<file path="src/slu_pkg.sv">
// Package: shared types, character codes and decode functions for the string unescaper.
package slu_pkg;

   localparam int CHAR_W = 8;

   typedef logic [CHAR_W-1:0] char_type;

   // Decoder modes; unused codes fall back to idle behavior.
   typedef enum logic [2:0] {
      MODE_IDLE     = 3'd0,
      MODE_STR      = 3'd1,
      MODE_ESC      = 3'd2,
      MODE_HEX1     = 3'd3,
      MODE_HEX2     = 3'd4,
      MODE_HEX2_BAD = 3'd5
   } mode_type;

   typedef enum logic [1:0] {
      KIND_BYTE       = 2'd0,
      KIND_CLOSED     = 2'd1,
      KIND_NOT_STRING = 2'd2,
      KIND_ERROR      = 2'd3
   } kind_type;

   typedef enum logic [1:0] {
      ERR_END_AFTER_BACKSLASH = 2'd0,
      ERR_INVALID_ESCAPE      = 2'd1,
      ERR_UNTERMINATED        = 2'd2
   } err_type;

   localparam char_type CH_BACKSLASH = 8'h5C;
   localparam char_type CH_DQUOTE    = 8'h22;
   localparam char_type CH_SQUOTE    = 8'h27;
   localparam char_type CH_X         = 8'h78;
   localparam char_type CH_QMARK     = 8'h3F;

   // Decoder state carried from beat to beat.
   typedef struct packed {
      mode_type   mode;
      logic       quote_single;
      logic [3:0] hex_high;
   } state_type;

   // One result beat as produced by the step logic.
   typedef struct packed {
      logic     valid;
      kind_type kind;
      char_type value;
      err_type  error_code;
   } result_type;

   // Bit 4 set: not a hex digit; else bits 3:0 carry the nibble.
   function automatic logic [4:0] hex_nibble(input char_type c);
      logic [4:0] r;
      r = 5'h10;
      if (c >= 8'h30 && c <= 8'h39) begin
         r = {1'b0, 4'(c - 8'h30)};
      end else if (c >= 8'h61 && c <= 8'h66) begin
         r = {1'b0, 4'(c - 8'h57)};
      end else if (c >= 8'h41 && c <= 8'h46) begin
         r = {1'b0, 4'(c - 8'h37)};
      end
      return r;
   endfunction

   // Bit 8 set: unknown escape letter; else bits 7:0 carry the value.
   function automatic logic [8:0] simple_escape(input char_type c);
      logic [8:0] r;
      case (c)
         8'h61:        r = 9'd7;
         8'h62:        r = 9'd8;
         8'h66:        r = 9'd12;
         8'h6E:        r = 9'd10;
         8'h72:        r = 9'd13;
         8'h74:        r = 9'd9;
         8'h76:        r = 9'd11;
         CH_BACKSLASH: r = {1'b0, CH_BACKSLASH};
         CH_SQUOTE:    r = {1'b0, CH_SQUOTE};
         CH_DQUOTE:    r = {1'b0, CH_DQUOTE};
         CH_QMARK:     r = {1'b0, CH_QMARK};
         default:      r = 9'h100;
      endcase
      return r;
   endfunction

endpackage

</file>
<file path="src/slu_if.sv">
// Interfaces: source byte channel and decoded result channel.
interface slu_req_if;
   import slu_pkg::*;
   logic     valid;
   logic     ready;
   char_type ch;
   logic     text_end;

   modport source (output valid, output ch, output text_end, input ready);
   modport sink (input valid, input ch, input text_end, output ready);
endinterface

interface slu_rsp_if;
   import slu_pkg::*;
   logic       valid;
   logic       ready;
   logic [1:0] kind;
   char_type   value;
   logic [1:0] error_code;

   modport source (output valid, output kind, output value, output error_code, input ready);
   modport sink (input valid, input kind, input value, input error_code, output ready);
endinterface

</file>
<file path="src/slu_step.sv">
// Step logic: next decoder state and optional result for one source beat.
module slu_step (
   input  slu_pkg::state_type  cur,
   input  slu_pkg::char_type   ch,
   input  logic                text_end,
   output slu_pkg::state_type  nxt,
   output slu_pkg::result_type res
);
   import slu_pkg::*;

   logic [4:0] nib;
   logic [8:0] esc;
   char_type   close_q;

   assign nib     = hex_nibble(ch);
   assign esc     = simple_escape(ch);
   assign close_q = cur.quote_single ? CH_SQUOTE : CH_DQUOTE;

   always_comb begin
      nxt = cur;
      res = '0;
      if (text_end && cur.mode != MODE_IDLE && cur.mode <= MODE_HEX2_BAD) begin
         // text ran out inside a literal
         nxt.mode  = MODE_IDLE;
         res.valid = 1'b1;
         res.kind  = KIND_ERROR;
         if (cur.mode == MODE_STR) begin
            res.error_code = ERR_UNTERMINATED;
         end else if (cur.mode == MODE_ESC) begin
            res.error_code = ERR_END_AFTER_BACKSLASH;
         end else begin
            res.error_code = ERR_INVALID_ESCAPE;
         end
      end else begin
         unique case (cur.mode) inside
            MODE_STR: begin
               if (ch == CH_BACKSLASH) begin
                  nxt.mode = MODE_ESC;
               end else if (ch == close_q) begin
                  nxt.mode  = MODE_IDLE;
                  res.valid = 1'b1;
                  res.kind  = KIND_CLOSED;
               end else begin
                  res.valid = 1'b1;
                  res.kind  = KIND_BYTE;
                  res.value = ch;
               end
            end
            MODE_ESC: begin
               if (ch == CH_X) begin
                  nxt.mode = MODE_HEX1;
               end else if (esc[8]) begin
                  nxt.mode       = MODE_IDLE;
                  res.valid      = 1'b1;
                  res.kind       = KIND_ERROR;
                  res.error_code = ERR_INVALID_ESCAPE;
               end else begin
                  nxt.mode  = MODE_STR;
                  res.valid = 1'b1;
                  res.kind  = KIND_BYTE;
                  res.value = esc[7:0];
               end
            end
            MODE_HEX1: begin
               // keep consuming two digits even when the first is bad
               nxt.mode     = nib[4] ? MODE_HEX2_BAD : MODE_HEX2;
               nxt.hex_high = nib[4] ? 4'h0 : nib[3:0];
            end
            MODE_HEX2, MODE_HEX2_BAD: begin
               res.valid = 1'b1;
               if (cur.mode == MODE_HEX2_BAD || nib[4]) begin
                  nxt.mode       = MODE_IDLE;
                  res.kind       = KIND_ERROR;
                  res.error_code = ERR_INVALID_ESCAPE;
               end else begin
                  nxt.mode  = MODE_STR;
                  res.kind  = KIND_BYTE;
                  res.value = {cur.hex_high, nib[3:0]};
               end
            end
            default: begin
               // idle: look for an opening quote
               nxt.mode = MODE_IDLE;
               if (!text_end) begin
                  if (ch == CH_DQUOTE || ch == CH_SQUOTE) begin
                     nxt.quote_single = (ch == CH_SQUOTE);
                     nxt.mode         = MODE_STR;
                  end else begin
                     res.valid = 1'b1;
                     res.kind  = KIND_NOT_STRING;
                  end
               end
            end
         endcase
      end
   end

endmodule

</file>
<file path="src/string_literal_unescape.sv">
// Top level: C string literal unescaper with registered result and skid stage.
//
//   channel   dir  handshake        payload
//   req_bus   in   valid / ready    ch[7:0], text_end
//   rsp_bus   out  valid / ready    kind[1:0], value[7:0], error_code[1:0]
//
// One source beat per cycle while the skid slot is empty; a beat's result passes through
// the step decoder into the output register, or into the skid slot when rsp_bus stalls.
// Reset (synchronous, active high) returns the decoder to idle and empties both
// result slots. When rsp_bus stalls, one more result lands in the skid slot and
// req_bus.ready drops until the skid slot drains.
module string_literal_unescape (
   input logic      clock,
   input logic      reset,
   slu_req_if.sink  req_bus,
   slu_rsp_if.source rsp_bus
);
   import slu_pkg::*;

   state_type  state_ff;
   state_type  state_in;
   result_type step_res;

   // output slot and skid slot
   logic       out_valid_ff, out_valid_in;
   result_type out_ff, out_in;
   logic       skid_valid_ff, skid_valid_in;
   result_type skid_ff, skid_in;

   logic req_take;
   logic rsp_take;
   logic push;

   assign req_bus.ready = !skid_valid_ff;
   assign req_take      = req_bus.valid && req_bus.ready;
   assign rsp_take      = out_valid_ff && rsp_bus.ready;

   slu_step u_step (
      .cur      (state_ff),
      .ch       (req_bus.ch),
      .text_end (req_bus.text_end),
      .nxt      (state_in),
      .res      (step_res)
   );

   assign push = req_take && step_res.valid;

   // advance decoder state only on an accepted beat
   always_ff @(posedge clock) begin
      if (reset) begin
         state_ff <= '{mode: MODE_IDLE, quote_single: 1'b0, hex_high: 4'h0};
      end else if (req_take) begin
         state_ff <= state_in;
      end
   end

   // result slot steering: skid drains first, then new results fill output or skid
   always_comb begin
      out_valid_in  = out_valid_ff;
      out_in        = out_ff;
      skid_valid_in = skid_valid_ff;
      skid_in       = skid_ff;
      if (skid_valid_ff) begin
         if (rsp_take) begin
            out_in        = skid_ff;
            skid_valid_in = 1'b0;
         end
      end else if (push) begin
         if (!out_valid_ff || rsp_take) begin
            out_valid_in = 1'b1;
            out_in       = step_res;
         end else begin
            skid_valid_in = 1'b1;
            skid_in       = step_res;
         end
      end else if (rsp_take) begin
         out_valid_in = 1'b0;
      end
   end

   always_ff @(posedge clock) begin
      if (reset) begin
         out_valid_ff  <= 1'b0;
         skid_valid_ff <= 1'b0;
      end else begin
         out_valid_ff  <= out_valid_in;
         skid_valid_ff <= skid_valid_in;
      end
   end

   // payload holds without reset
   always_ff @(posedge clock) begin
      out_ff  <= out_in;
      skid_ff <= skid_in;
   end

   assign rsp_bus.valid      = out_valid_ff;
   assign rsp_bus.kind       = out_ff.kind;
   assign rsp_bus.value      = out_ff.value;
   assign rsp_bus.error_code = out_ff.error_code;

   // skid slot is only ever filled behind a waiting output beat
   a_skid_behind_out: assert property (@(posedge clock) disable iff (reset)
      skid_valid_ff |-> out_valid_ff)
      else $error("skid slot holds a beat while output slot is empty");

   // value and error code are zero unless their kind calls for them
   a_payload_clean: assert property (@(posedge clock) disable iff (reset)
      out_valid_ff |->
         ((out_ff.kind == KIND_BYTE || out_ff.value == 8'h00) &&
          (out_ff.kind == KIND_ERROR ||
           out_ff.error_code == ERR_END_AFTER_BACKSLASH)))
      else $error("result payload carries stray bits");

   // an error or a close always drops the decoder back to idle
   a_idle_after_end: assert property (@(posedge clock) disable iff (reset)
      (push && (step_res.kind == KIND_ERROR || step_res.kind == KIND_CLOSED))
      |=> state_ff.mode == MODE_IDLE)
      else $error("decoder left idle after an error or close");

endmodule

</file>
<file path="src/flat_wrapper.sv">
// flat-port wrapper written by rule: the top's interface ports become plain ports
module string_literal_unescape_flat import slu_pkg::*;
  (clock, reset, req_bus_valid, req_bus_ch, req_bus_text_end, req_bus_ready, rsp_bus_valid, rsp_bus_kind, rsp_bus_value, rsp_bus_error_code, rsp_bus_ready);
  slu_req_if req_bus_i ();
  slu_rsp_if rsp_bus_i ();
  input logic clock;
  input logic reset;
  input wire logic [$bits(req_bus_i.valid)-1:0] req_bus_valid;
  input wire logic [$bits(req_bus_i.ch)-1:0] req_bus_ch;
  input wire logic [$bits(req_bus_i.text_end)-1:0] req_bus_text_end;
  output wire logic [$bits(req_bus_i.ready)-1:0] req_bus_ready;
  output wire logic [$bits(rsp_bus_i.valid)-1:0] rsp_bus_valid;
  output wire logic [$bits(rsp_bus_i.kind)-1:0] rsp_bus_kind;
  output wire logic [$bits(rsp_bus_i.value)-1:0] rsp_bus_value;
  output wire logic [$bits(rsp_bus_i.error_code)-1:0] rsp_bus_error_code;
  input wire logic [$bits(rsp_bus_i.ready)-1:0] rsp_bus_ready;
  assign req_bus_i.valid = req_bus_valid;
  assign req_bus_i.ch = req_bus_ch;
  assign req_bus_i.text_end = req_bus_text_end;
  assign req_bus_ready = req_bus_i.ready;
  assign rsp_bus_valid = rsp_bus_i.valid;
  assign rsp_bus_kind = rsp_bus_i.kind;
  assign rsp_bus_value = rsp_bus_i.value;
  assign rsp_bus_error_code = rsp_bus_i.error_code;
  assign rsp_bus_i.ready = rsp_bus_ready;
  string_literal_unescape u_core (.clock(clock), .reset(reset), .req_bus(req_bus_i), .rsp_bus(rsp_bus_i));
endmodule
</file>
<file path="config.mk">
export PLATFORM = sky130hd
export DESIGN_NAME = string_literal_unescape_flat
export DESIGN_NICKNAME = d
export VERILOG_FILES = /design/src/slu_pkg.sv /design/src/slu_if.sv /design/src/slu_step.sv /design/src/string_literal_unescape.sv /design/src/flat_wrapper.sv
export SDC_FILE = /design/constraint.sdc
export NUM_CORES = 1
export LEC_CHECK = 0
export BUFFER_PORTS_ARGS = -buffer_cell sky130_fd_sc_hd__clkbuf_2
export CORE_ASPECT_RATIO = 0.6
export CORE_MARGIN = 5
export CORE_UTILIZATION = 55
export CTS_BUF_LIST = sky130_fd_sc_hd__clkbuf_8
export CTS_CLUSTER_SIZE = 12
export DETAILED_ROUTE_END_ITERATION = 8
export GPL_TIMING_DRIVEN = 0
export HOLD_SLACK_MARGIN = 0.02
export PLACE_DENSITY_LB_ADDON = 0.1
export SLEW_MARGIN = 40
export SYNTH_ARGS = -nofsm -noshare
export SYNTH_HDL_FRONTEND = slang
export SYNTH_SLANG_ARGS = --single-unit
</file>
<file path="constraint.sdc">
create_clock -name clock -period 2.8 [get_ports clock]
set_input_delay 0.56 -clock clock [delete_from_list [all_inputs] [get_ports clock]]
set_output_delay 0.56 -clock clock [all_outputs]
set_load 0.01 [all_outputs]
</file>
==> results_dict.tcl <==
set metrics [dict create \
    status "completed" \
    die_h_um 61.0 \
    grt_max_degree 13 \
    synth_area_um2 2390 \
    synth_area_leader_cell "edfxtp_1" \
    numCtsBuffers 5 \
    setup_tns_ns 0 \
    drive_gt1_frac 0.231 \
    setup_viol 0 \
    io_buffers 24 \
    drt_wl_total_mm 6.69 \
    final-hold-violation-count 0 \
    htree_levels 2 \
    reg2reg_to "u_core.state_ff[6]$_SDFFE_PP0P_" \
    antenna_cells 0 \
    gr-total-overflow 0 \
    vdd_ir_drop_max_mv 0.430 \
    hold_depth 2 \
    cts_tree "done" \
    grt_pass1_wl_mm 10.4 \
    critical_path.slowest_cell "or4b_4" \
    antenna_found_initial 0 \
    async_flop_share 0 \
    p_leak_nw 0.993 \
    synth_nets 280 \
    ys_warn_count 0 \
    post_drt_wl_per_cell_um 18.6 \
    drv_slew 0 \
    utilization 0.682 \
    start_util 0.576 \
    synth_cells 263 \
    fillers 336 \
    regToRegStartpoint "u_core.state_ff[6]$_SDFFE_PP0P_" \
    die_x_um 95.1 \
    clock.fmax_mhz 368 \
    via_per_inst 6.46 \
    row_count 18 \
    clock-sinks 34 \
    timing.final.crit_period_ns 2.72 \
    hp-class "flip-flop to flip-flop" \
    syn_avg_cell_area_um2 9.08 \
    drc 0 \
    globalplace.congestion 0.959 \
    worstSetupStartpointType "input pin" \
    nets 315 \
    die_area_um2 5800 \
    path_class "input pin to flip-flop" \
    root_buffer "clkbuf_8" \
    rsz0062_at_grt "no" \
    antenna_left 0 \
    ys_ff_latch 34 \
    ys_seq_area_frac 0.386 \
    synth_ff_type "edfxtp_1" \
    clkSlewWorstSetupHoldPaths_ns 0.07 \
    hpwl_mm 4.81 \
    critical_path_arrival_ns 2.77 \
    first_pass_iters 5 \
    hold_start "u_core.state_ff[2]$_SDFFE_PP0P_" \
    period_share 0.970 \
    insertion_delay_ns 0.29 \
    synth_cell_types 66 \
    worstHoldEndpoint "u_core.state_ff[2]$_SDFFE_PP0P_" \
    maxCapViolCount 0 \
    rr_worst_depth 6 \
    power_density_nw_per_um2 447 \
    cpPeakStageDelay_ns 0.59 \
    cp_max_fo 12 \
    skew_ns 0.00571 \
    synth-edff-count 24 \
    path_cells "clkbuf_2 -> or4b_4 -> o32ai_1 -> o21ai_0 -> a21oi_1 -> o31ai_4 -> buf_12" \
    endpoint_kind "flip-flop" \
    synth_top_area_frac 0.302 \
    clock_path_buffers 2 \
    ys_top_cells_by_count "edfxtp_1 (24), nand2_1 (22), nor2_1 (19)" \
    core_um2 4140 \
    worst_pin_slew_ns 0.784 \
    r2r_slack_ns 0.19 \
    synth_area_leaders "edfxtp_1 (30%), dfxtp_1 (8.4%), nand2_1 (3.5%), o21ai_0 (3.4%), a21oi_1 (3.1%)" \
    max_slew_margin 0.471 \
    num_vias 2319 \
    drt_iter0_drc 297 \
    required_ns 2.86 \
    area_growth_pct 18.3 \
    grt_util_all_layers 0.239 \
    synthMostInstantiatedCell "edfxtp_1" \
    pin_count 27 \
    grt_pass1_vias 1992 \
]
-- area by class of cell --
type                            count  area (um^2)  share of cell area
Multi-Input combinational cell    198         1390               0.490
Clock buffer                        5         68.8              0.0243
Timing Repair Buffer               28          163              0.0575
Tap cell                           60         75.1              0.0266
Clock inverter                      3         68.8              0.0243
Buffer                             19          100              0.0354
Sequential cell                    34          921               0.326
Inverter                           12         45.0              0.0159
-- registers in the layout, indices dropped and copies added (netlist names) --
name,flops
u_core.skid_ff,12
u_core.rsp_bus.value,8
u_core.state_ff,8
u_core.rsp_bus.error_code,2
u_core.rsp_bus.kind,2
u_core.rsp_bus.valid,1
u_core.skid_valid_ff,1
-- metal layers --
layer	part of all wire	vias to the layer above	GRT usage	wire length, um
met2	0.40	144	0.320	2690
li1	-	1087	-	-
met3	0.13	8	0.0855	860
met5	0	-	0	0
met1	0.46	1080	0.366	3110
met4	0.0054	0	0.0472	36
-- worst max-delay path by stage --
stage / start / endpoint / slack [ns] / depth (start not counted)
after detailed placement: req_bus_ch[1] / u_core.rsp_bus.value[3]$_DFFE_PP_ / -0.38 / 10
after global placement: req_bus_ch[0] / u_core.rsp_bus.value[1]$_DFFE_PP_ / -0.43 / 8
final: req_bus_ch[7] / u_core.rsp_bus.value[6]$_DFFE_PP_ / 0.08 / 7
after global routing: req_bus_ch[1] / u_core.rsp_bus.kind[0]$_DFFE_PP_ / 0.009 / 10
after floorplan: req_bus_ch[1] / u_core.rsp_bus.error_code[0]$_DFFE_PP_ / 0.21 / 8
after CTS: req_bus_ch[0] / u_core.rsp_bus.kind[1]$_DFFE_PP_ / 0.01 / 8
-- report_power, final --
group	total [W]	leakage (nW)	internal, W	switching [W]
registers	0.000552	0.294	0.000548	0.00000426
logic	0.000159	0.631	0.0000585	0.000101
clock network	0.000553	0.0683	0.000357	0.000196
total	0.00126	0.993	0.000963	0.000301
-- layout by cell type (no fill, tap or decap), types with 4 or more instances in the layout --
master / Yosys / final
clkbuf_2: 2 / 25
nand3_1: 11 / 11
a21oi_1: 15 / 15
buf_4: 0 / 4
dfxtp_1: 10 / 10
edfxtp_1: 24 / 24
clkbuf_8: 0 / 5
nor2_1: 19 / 19
nor2b_1: 5 / 5
nand3b_1: 6 / 6
inv_1: 10 / 10
a32oi_1: 7 / 5
nor3_1: 8 / 7
buf_2: 7 / 7
mux2i_1: 4 / 4
nand2_1: 22 / 22
clkbuf_1: 8 / 8
o21ai_0: 16 / 16
-- worst max-delay path, delay by kind of cell --
kind	cells	cell delay, ns
AO/OA/AOI/OAI	4	1.27
AND/OR/NAND/NOR	1	0.59
buffers and inverters	2	0.36
-- cells by family after synthesis --
kind of cell | share of synthesized area
simple gates | 0.250
compound gates | 0.250
flops | 0.386
buf+inv | 0.0597
mux | 0.0262
fa+ha+maj | 0.0210
xor+xnor | 0.00734
-- what timing repair did --
| action | in CTS | in global routing |
|---|---|---|
| hold buffers | 0 | 0 |
| endpoints found under the hold margin | 0 | 0 |
| gates cloned | 0 | 0 |
| pin swaps | 0 | 2 |
| endpoints found under the setup margin | 3 | 36 |
| buffers inserted | 0 | 4 |
| resized for setup | 2 | 7 |
-- stage by stage --
step | instances | cell area, um^2 | hold WS, ns | setup WS [ns] | total power [W]
2_1_floorplan | 263 | 2400 | 0.432 | 0.208 | 0.000657
3_3_place_gp | 347 | 2590 | 0.444 | -0.435 | 0.000705
3_5_place_dp | 347 | 2610 | 0.448 | -0.385 | 0.000708
4_1_cts | 355 | 2760 | 0.459 | 0.0131 | 0.00125
5_1_grt | 359 | 2830 | 0.518 | 0.00912 | 0.00130
6_report | 359 | 2830 | 0.473 | 0.0833 | 0.00126
Power figures use the tool's default switching activity.
